$ cat src/hdl/fas_div_cell.sv
module fas_div_cell #(
    parameter int REM_W  = 25,
    parameter int ACC_W  = 32,
    parameter int SIDE_W = 1
) (
    input  logic              i_clk,
    input  logic              i_rst_n,
    input  logic              i_en,
    input  logic              i_valid,
    input  logic [REM_W-1:0]  i_rem,
    input  logic [ACC_W-1:0]  i_acc,
    input  logic [SIDE_W-1:0] i_side,
    input  logic [REM_W-1:0]  i_div,
    output logic              o_valid,
    output logic [REM_W-1:0]  o_rem,
    output logic [ACC_W-1:0]  o_acc,
    output logic [SIDE_W-1:0] o_side
);

    logic              r_valid;
    logic [REM_W-1:0]  r_rem;
    logic [ACC_W-1:0]  r_acc;
    logic [SIDE_W-1:0] r_side;
    logic [REM_W-1:0]  shifted;
    logic              ge;
    logic [REM_W-1:0]  n_rem;
    logic [ACC_W-1:0]  n_acc;

    // one restoring step: shift in next dividend bit, quotient bit out at lsb
    always_comb begin
        shifted = {i_rem[REM_W-2:0], i_acc[ACC_W-1]};
        ge      = shifted >= i_div;
        n_rem   = ge ? shifted - i_div : shifted;
        n_acc   = {i_acc[ACC_W-2:0], ge};
    end

    always_ff @(posedge i_clk) begin
        if (!i_rst_n) begin
            r_valid <= 1'b0;
        end else if (i_en) begin
            r_valid <= i_valid;
        end
    end

    always_ff @(posedge i_clk) begin
        if (i_en) begin
            r_rem  <= n_rem;
            r_acc  <= n_acc;
            r_side <= i_side;
        end
    end

    assign o_valid = r_valid;
    assign o_rem   = r_rem;
    assign o_acc   = r_acc;
    assign o_side  = r_side;

endmodule

$ cat config.mk
export PLATFORM = sky130hd
export DESIGN_NAME = fas_div_cell
export DESIGN_NICKNAME = d
export VERILOG_FILES = /design/src/hdl/fas_div_cell.sv
export SDC_FILE = /design/constraint.sdc
export NUM_CORES = 1
export LEC_CHECK = 0
export BUFFER_PORTS_ARGS = -buffer_cell sky130_fd_sc_hd__buf_4
export CAP_MARGIN = 5
export CORE_MARGIN = 2
export CORE_UTILIZATION = 40
export DETAILED_ROUTE_END_ITERATION = 10
export PLACE_DENSITY = 0.72
export SYNTH_ARGS = -nofsm -noshare
export SYNTH_HDL_FRONTEND = slang
export SYNTH_SLANG_ARGS = --single-unit
export TNS_END_PERCENT = 5
$ cat constraint.sdc
create_clock -name i_clk -period 4.1 [get_ports i_clk]
set_input_delay 1.23 -clock i_clk [delete_from_list [all_inputs] [get_ports i_clk]]
set_output_delay 1.23 -clock i_clk [all_outputs]
set_load 0.02 [all_outputs]
==> results of run 1 <==
synth_stat cells, types with 2 or more instances:
master / count / area [µm²]
sky130_fd_sc_hd__o21bai_1: 6 / 45.0
sky130_fd_sc_hd__nor2_1: 11 / 41.3
sky130_fd_sc_hd__o211ai_2: 2 / 25.0
sky130_fd_sc_hd__xor2_1: 10 / 87.6
sky130_fd_sc_hd__a21o_1: 7 / 52.6
sky130_fd_sc_hd__mux2i_1: 3 / 30.0
sky130_fd_sc_hd__nand4_1: 4 / 25.0
sky130_fd_sc_hd__mux2_4: 18 / 270
sky130_fd_sc_hd__buf_12: 2 / 40.0
sky130_fd_sc_hd__ha_1: 25 / 313
sky130_fd_sc_hd__clkbuf_1: 2 / 7.51
sky130_fd_sc_hd__nor3_1: 4 / 20.0
sky130_fd_sc_hd__nor3b_1: 2 / 15.0
sky130_fd_sc_hd__nand2_1: 24 / 90.1
sky130_fd_sc_hd__xnor2_1: 10 / 87.6
sky130_fd_sc_hd__a21oi_1: 32 / 160
sky130_fd_sc_hd__nand2b_1: 4 / 25.0
sky130_fd_sc_hd__nor4_1: 2 / 12.5
sky130_fd_sc_hd__inv_1: 32 / 120
sky130_fd_sc_hd__o211ai_1: 2 / 15.0
sky130_fd_sc_hd__nand3_1: 8 / 40.0
sky130_fd_sc_hd__a211oi_1: 2 / 15.0
sky130_fd_sc_hd__o21ai_0: 21 / 105
sky130_fd_sc_hd__edfxtp_1: 58 / 1740
power groups by stage:
stage	Combinational [W]	Clock, W	Sequential (W)
floorplan	0.000271	0	0.000857
global placement	0.000560	0	0.000772
detailed placement	0.000567	0	0.000772
CTS	0.000569	0.000613	0.000760
global route	0.000613	0.000636	0.000766
finish	0.000566	0.000601	0.000759
flip-flops by register name (all words and copies together) (netlist names):
register  cells
o_valid       1
o_acc        32
o_side        1
o_rem        25
through the flow:
stage / cells / worst slack (ns)
4_1_cts: 576 / 0.612
3_3_place_gp: 560 / 0.296
3_5_place_dp: 560 / 0.260
2_1_floorplan: 313 / 0.585
6_report: 576 / 0.594
5_1_grt: 576 / 0.438
final cells by class:
cell class | instances | area share [%]
clock buffers | 9 | 2.49
clock inverters | 7 | 2.01
inverters | 33 | 2.59
multi-input cells | 216 | 33.0
flip-flops and latches | 59 | 35.4
well taps | 108 | 2.72
repair buffers | 144 | 21.7
cells by family (layout without fill, tap and decap cells):
family / after synthesis / in the layout / synth area share (%)
XOR/XNOR: 20 / 20 / 4.88
buffers and inverters: 38 / 193 / 5.22
multiplexers: 21 / 21 / 8.36
adder cells (fa/ha/maj): 26 / 26 / 9.27
AND/OR/NAND/NOR: 66 / 66 / 8.85
flip-flops: 59 / 59 / 49.0
AO/OA/AOI/OAI: 83 / 83 / 14.4
final timing paths:
check	cells past startpoint	slack (ns)	startpoint	endpoint
setup reg to reg	2	3.51	o_valid	o_valid
hold / removal	2	0.52	o_valid	o_valid
hold reg to reg	2	0.52	o_valid	o_valid
setup / recovery	10	0.59	i_rem[5]	o_rem[7]
worst max-delay path, stage by stage:
cell                       delay (ns)
sky130_fd_sc_hd__buf_4           0.12
sky130_fd_sc_hd__ha_1            0.37
sky130_fd_sc_hd__a21oi_1         0.21
sky130_fd_sc_hd__nand2_1         0.09
sky130_fd_sc_hd__o2111a_2        0.28
sky130_fd_sc_hd__o211ai_2        0.22
sky130_fd_sc_hd__a211o_2         0.23
sky130_fd_sc_hd__and2_4          0.22
sky130_fd_sc_hd__clkinv_4        0.24
sky130_fd_sc_hd__mux2_4          0.37
per-layer routing:
layer  vias to the layer above  GRT usage, %  part of all wire (%)
met5                         -             0                     0
met4                         0          6.32                   1.7
met3                        11          4.47                   7.1
met2                       136          29.0                    47
met1                      1360          22.9                    44
li1                       1448             -                     -
==> results by stage, run 1 <==
Run status:
- The run finished with clean final reports.

Worst hold path:
- The type of the tightest min-delay check is flip-flop to flip-flop.

Placement:
- The congestion estimate from routability-driven global placement came to between 0.8 and 0.9.
- The standard cell area after detailed placement is 4750 µm².
- The wire-length estimate of the detail-placed layout is ~6.8 mm.
- Input and output buffers added on the ports amount to 144.

Clocking:
- CTS saw a little under 60 sinks.
- Post-CTS timing repair inserted 0 buffers for setup.
- The number of clock buffers added by TritonCTS is 9.
- The number of H-tree levels is 3.
- The tree is rooted in a sky130_fd_sc_hd__clkbuf_8.
- The number of buffers inserted for hold repair after clock tree synthesis is 0.
- The TritonCTS clock tree is built.
- The source-to-sink clock delay at the later pin of the worst-skew pair is 0.33 ns.
- The clock transition at the registers of the reported paths is ~0.07 ns.
- In this run, post-CTS repair resized a total of 0 instances.
- The buffer levels on the longest clock path is 2.

Worst setup path:
- At the worst endpoint, the required time is between 4 and 5 ns.
- The critical path endpoint category is a flip-flop.
- STA classifies the critical path startpoint as a primary input.
- The critical path is of the primary input to flip-flop type.
- The arrival time of data at the critical path endpoint is 3.59 ns.
- The maximum fanout along the worst path is 20.

Final layout:
- Cells fill 57.0% of the core in the end.
- The number of antenna diodes in the final layout is 0.
- The most common library cell in the layout ignoring fill and taps is sky130_fd_sc_hd__buf_4.
- From synthesis to final layout, the design area changed by 38.5%.
- Registers take 1760 µm².
- The count of filler cells inserted in the layout is between 700 and 800.
- After routing the design area is around 5000 µm².
- The share of final-layout standard cells stronger than drive strength 1 is between 30 and 40%.
- In the final layout, the multi-input gates occupy around 1600 µm².
- After the last flow step, the layout net total stands at approximately 580.
- Leaving out fill and tap cells, the most frequent cells in the layout are 144 x sky130_fd_sc_hd__buf_4, 58 x sky130_fd_sc_hd__edfxtp_1, 32 x sky130_fd_sc_hd__inv_1, 32 x sky130_fd_sc_hd__a21oi_1, 25 x sky130_fd_sc_hd__ha_1.

Timing:
- The transition time of the tightest slew-check pin is about 0.77 ns.
- Setup repair after global routing left no endpoint under its margin.
- The number of hold violations in the final report is 0.
- The final count of negative-setup-slack endpoints is 0.
- The final-layout setup total negative slack is 0 ns.
- The highest clock rate is 0.285 GHz.
- The max-slew violation count is 0.
- Of the available clock period, the critical path in the final layout requires a little under nine tenths.
- The post-layout minimum cycle time is approximately 3.5 ns.
- The clock skew is 0 ns.
- On the final layout, the worst hold slack is between 0.5 and 0.6 ns.
- The relative slew slack is between 40% and 50%.

Synthesis:
- The post-synthesis area per instance is roughly 11 µm².
- The net count of the mapped netlist is between 400 and 500.
- The cell area that synthesis handed to floorplanning was between 3000 and 4000 µm².
- The fraction of the yosys area taken by sequential cells is 49.0%.
- The count of synthesis-stage warnings from yosys is 0.
- The count of flip-flops with a built-in enable after synthesis is 58.
- Counting flops and latches in the post-synthesis netlist gives 59.
- In the synthesized netlist the async set-or-reset flop fraction comes to 0%.
- In this run, distinct cell masters in the synthesized netlist total 46.
- Synthesis produced between 300 and 400 cells.
- The most used flip-flop cell after synthesis is sky130_fd_sc_hd__edfxtp_1.

Route:
- The final routed wirelength across all metal layers is a little under 9 mm.
- The detailed router's first-iteration violation count is around 150.
- The number of iterations in the first detailed-routing pass is 4.
- The number of nets with antenna violations after routing is 0.
- The detailed-route wire length per cell is roughly 15 µm.
- Dividing the detail-routed via count by the number of cells gives 5.13.
- The number of remaining DRC errors is 0.
- The via count of the routed design is 2955.

Floorplan:
- The boundary pin count is 146.
- The total number of placement rows is 34.
- The floorplan die area is ~10000 µm².
- The core area is ~8700 µm².
- The vertical die dimension is between 90 and 100 µm.
- The starting density of the core is roughly 41%.
- The die outline width is roughly 99 µm.

Power and ir drop:
- The peak ir drop on the vdd network is roughly 140 µV.
- The net switching power is roughly 0.00057 W.
- The share of total power in combinational logic is 29.4%.
- After layout, the design draws a total of about 0.0019 W.
- The standby leakage power is between 2 and 2.5 nW.
- The fraction of power spent switching nets is approximately 30%.
- The design internal power is around 0.0014 W.
- The part of the total power dissipated in the clock network is 31.2%.
- The total power divided by cell area is 387 nW/µm².
- The share of total power dissipated in sequential elements is approximately 39%.

GRT:
- The aggregate global-route resource usage is approximately 18%.
- The total congestion overflow is 0.
- The wire length of the first global-routing pass is between 10 and 15 mm.
- The number of global-route vias before repair was approximately 2900.
- The largest net degree at the start of global routing is 60.
- The number of antenna violations at the first check in global routing is 0.

Job:
- Across the run, the number of max-cap violations was 0.
Power figures use the tool's default switching activity.
==> run 2: changes to the inputs <==
--- a/config.mk
+++ b/config.mk
@@ -6,10 +6,10 @@
 export NUM_CORES = 1
 export LEC_CHECK = 0
-export BUFFER_PORTS_ARGS = -buffer_cell sky130_fd_sc_hd__buf_4
 export CAP_MARGIN = 5
 export CORE_MARGIN = 2
 export CORE_UTILIZATION = 40
 export DETAILED_ROUTE_END_ITERATION = 10
-export PLACE_DENSITY = 0.72
+export DONT_BUFFER_PORTS = 1
+export PLACE_DENSITY = 0.58
 export SYNTH_ARGS = -nofsm -noshare
 export SYNTH_HDL_FRONTEND = slang
==> constraint.sdc (replaced) <==
create_clock -name i_clk -period 4.1 [get_ports i_clk]
set_input_delay 0.82 -clock i_clk [delete_from_list [all_inputs] [get_ports i_clk]]
set_output_delay 0.82 -clock i_clk [all_outputs]
set_load 0.02 [all_outputs]
==> run 2 against run 1 <==
  * Power down 9.1%
  * Die area stayed put
  * Worst setup slack better by 0.54 ns
  * Sequential share of layout area is 9.9 points higher
  * Register-to-register slack worse by 0.12 ns
  * Final cell count shrank 25%
  * Clock skew unchanged
  * Maximum frequency grew 18%
  * Via count shrank 20%
  * Combinational power shrank 45%
  * Sequential cell count unchanged
  * Critical path type unchanged
==> results by stage, run 2 (synthesis results as in run 1) <==
Timing:
- The highest clock rate came to 0.337 GHz (+18%).
- The final-layout setup total negative slack is 0 ns (unchanged).
- The number of hold violations in the final report is 0 (unchanged).
- The final cycle utilization of the critical path is 72.4% (-13 points).
- The clock skew was 0 ns (unchanged).
- The relative slew slack is 68.2% (+19 points).
- The max-slew violation count is 0 (unchanged).
- Setup repair after global routing left no endpoint under its margin.
- The final count of negative-setup-slack endpoints is 0 (unchanged).
- The transition time of the tightest slew-check pin is 0.474 ns (-0.295 ns).
- The post-layout minimum cycle time is 2.97 ns (-0.538 ns).

GRT:
- The wire length of the first global-routing pass was 12.5 mm (-9.0%).
- The met1 usage in global routing came to 20.4% (-2.5 points).
- The number of global-route vias before repair is 2419 (-16%).
- The aggregate global-route resource usage came to 16.5% (-1.2 points).
- The total congestion overflow is 0 (unchanged).
- The number of antenna violations at the first check in global routing is 0 (unchanged).
- The peak-usage layer in the global routing report is met2.
- The global-route met3 utilization is 7.87% (+3.4 points).
- The largest net degree at the start of global routing is 60 (unchanged).
- The met2 global-route usage is 25.8% (-3.2 points).

Route:
- The via-per-instance ratio is 5.47 (+6.7%).
- The number of iterations in the first detailed-routing pass is 4 (unchanged).
- The detailed-route wire length per cell is 18.1 µm (+19%).
- The via count of the routed design is 2365 (-20%).
- The number of nets with antenna violations after routing was 0 (unchanged).
- The final routed wirelength across all metal layers was 7.83 mm (-11%).
- The detailed router's first-iteration violation count is 82 (-46%).
- The number of remaining DRC errors is 0 (unchanged).

Clocking:
- The post-CTS setup-driven buffer insertion count is 0 (unchanged).
- The number of sinks driven by the clock tree is 59 (unchanged).
- The post-cts repair resize count is 0 (unchanged).
- The clock transition at the registers of the reported paths is 0.07 ns (about the same).
- The number of buffers created by CTS is 9 (unchanged).
- The root buffer cell chosen for the clock tree is sky130_fd_sc_hd__clkbuf_8.
- The buffer levels on the longest clock path is 2 (unchanged).
- The number of buffers inserted for hold repair after clock tree synthesis is 0 (unchanged).
- The source-to-sink clock delay at the later pin of the worst-skew pair is 0.33 ns (about the same).
- The TritonCTS clock tree is built.
- The number of H-tree levels is 3 (unchanged).

Worst setup path:
- The buffering stage count on the worst path with inverters included was 2 (unchanged).
- The required time at the endpoint of the critical path is 4.19 ns (about the same).
- The minimum setup slack among reg-to-reg paths is 3.39 ns (-0.12 ns).
- The delay of the slowest cell on the worst path is 0.36 ns (about the same).
- The logic depth of the worst register-to-register path was 2 (unchanged).
- The worst setup path is of the primary input to flip-flop kind.
- The maximum fanout along the worst path is 20 (unchanged).
- The arrival time of data at the critical path endpoint is 3.06 ns (-0.53 ns).
- The family with the most delay on the worst path is compound AO/OA/AOI/OAI gates.
- The critical path depth was 10 (unchanged).
- The start point of the critical path is i_div[6].
- The slowest library cell on the worst path is sky130_fd_sc_hd__mux2_4.
- The worst reg2reg path startpoint is o_valid.
- The signal on the critical path passes through inv_1, ha_1, a21oi_1, nand2_1, o2111a_2, o211ai_2, a211o_2, and2_4, clkinv_4, mux2_4.
- The worst setup path is launched from a primary input.
- The worst register-to-register path ends at o_valid.
- The worst setup path is captured at a flip-flop.
- The endpoint of the most critical setup path is o_rem[7].

Job:
- The max capacitance violation total was 0 (unchanged).

Power and ir drop:
- The peak ir drop on the vdd network was 142 µV (-1.6%).
- The total power divided by cell area is 451 nW/µm² (+16%).
- The standby leakage power is 1.60 nW (-31%).

Floorplan:
- The total number of placement rows is 34 (unchanged).
- The floorplan die area is 9750 µm² (unchanged).
- The starting density of the core is 41.2% (unchanged).
- The vertical die dimension came to 98.8 µm (unchanged).
- The core area is 8720 µm² (unchanged).
- The boundary pin count is 146 (unchanged).
- The die outline width is 98.8 µm (unchanged).

Final layout:
- The count of filler cells inserted in the layout is 802 (+5.1%).
- The number of flip-flops under the largest register name is 32 (unchanged).
- The layout net count came to 432 (-25%).
- The core utilization of the finished layout was 44.5% (-12 points).
- Compared with the post-synthesis result, the final layout area differs by 8.15%.
- The number of diodes added for antenna fixing was 0 (unchanged).
- The top cell types in the final layout, fill and taps aside, are 58 x sky130_fd_sc_hd__edfxtp_1, 32 x sky130_fd_sc_hd__inv_1, 32 x sky130_fd_sc_hd__a21oi_1, 25 x sky130_fd_sc_hd__ha_1, 24 x sky130_fd_sc_hd__nand2_1.
- The most common library cell in the layout ignoring fill and taps is sky130_fd_sc_hd__edfxtp_1.
- The share of final-layout standard cells stronger than drive strength 1 was 13.0% (-27 points).

Run status:
- The flow ran to the end, and the final reports show no timing, DRC or antenna violations.

Worst hold path:
- The type of the tightest min-delay check is primary input to flip-flop.

Placement:
- The number of input and output port buffers inserted is 0 (-100%).
- The placed wire-length estimate after detailed placement is 6.03 mm (-11%).
- The final weighted congestion of routability-driven global placement is 0.867 (+5.0%).
run 2: metrics by stage:
step	instance area (µm²)	std cells	setup WS [ns]	power [W]	hold slack [ns]
after global placement	3670	416	0.774	0.00118	0.607
after floorplan	3590	313	0.995	0.00113	0.589
final	3880	432	1.13	0.00175	0.575
after detailed placement	3670	416	0.763	0.00118	0.616
after CTS	3880	432	1.12	0.00177	0.559
after global routing	3880	432	0.958	0.00184	0.546
run 2: final cells by class:
type / count / area (µm²) / area share, %
inverters: 33 / 129 / 3.32
flip-flops and latches: 59 / 1760 / 45.3
well taps: 108 / 135 / 3.48
clock inverters: 7 / 92.6 / 2.38
clock buffers: 9 / 124 / 3.19
multi-input cells: 216 / 1640 / 42.3
run 2: worst min path at each step:
stage | startpoint | end | slack, ns | depth (start not counted)
5_1_grt | i_acc[17] | o_acc[18] | 0.55 | 0
2_1_floorplan | o_valid | o_valid | 0.59 | 2
3_3_place_gp | o_valid | o_valid | 0.61 | 2
6_report | i_acc[11] | o_acc[12] | 0.57 | 0
3_5_place_dp | o_valid | o_valid | 0.62 | 2
4_1_cts | i_acc[11] | o_acc[12] | 0.56 | 0
run 2: metal layers:
layer  up-vias  wire, µm
met1      1081      3360
li1       1160         -
met4         0       100
met5         -         0
met2       115      3630
met3         9       744
run 2: power breakdown:
group / total (W) / switching [W] / internal [W]
Clock: 0.000587 / 0.000247 / 0.000340
Combinational: 0.000312 / 0.000164 / 0.000148
Sequential: 0.000852 / 0.000104 / 0.000748
Total: 0.00175 / 0.000515 / 0.00124
run 2: worst reg2reg max path, stage by stage (launching register included):
cell                      delay (ns)
sky130_fd_sc_hd__dfxtp_1        0.44
sky130_fd_sc_hd__mux2i_1        0.10
sky130_fd_sc_hd__nor2b_1        0.11
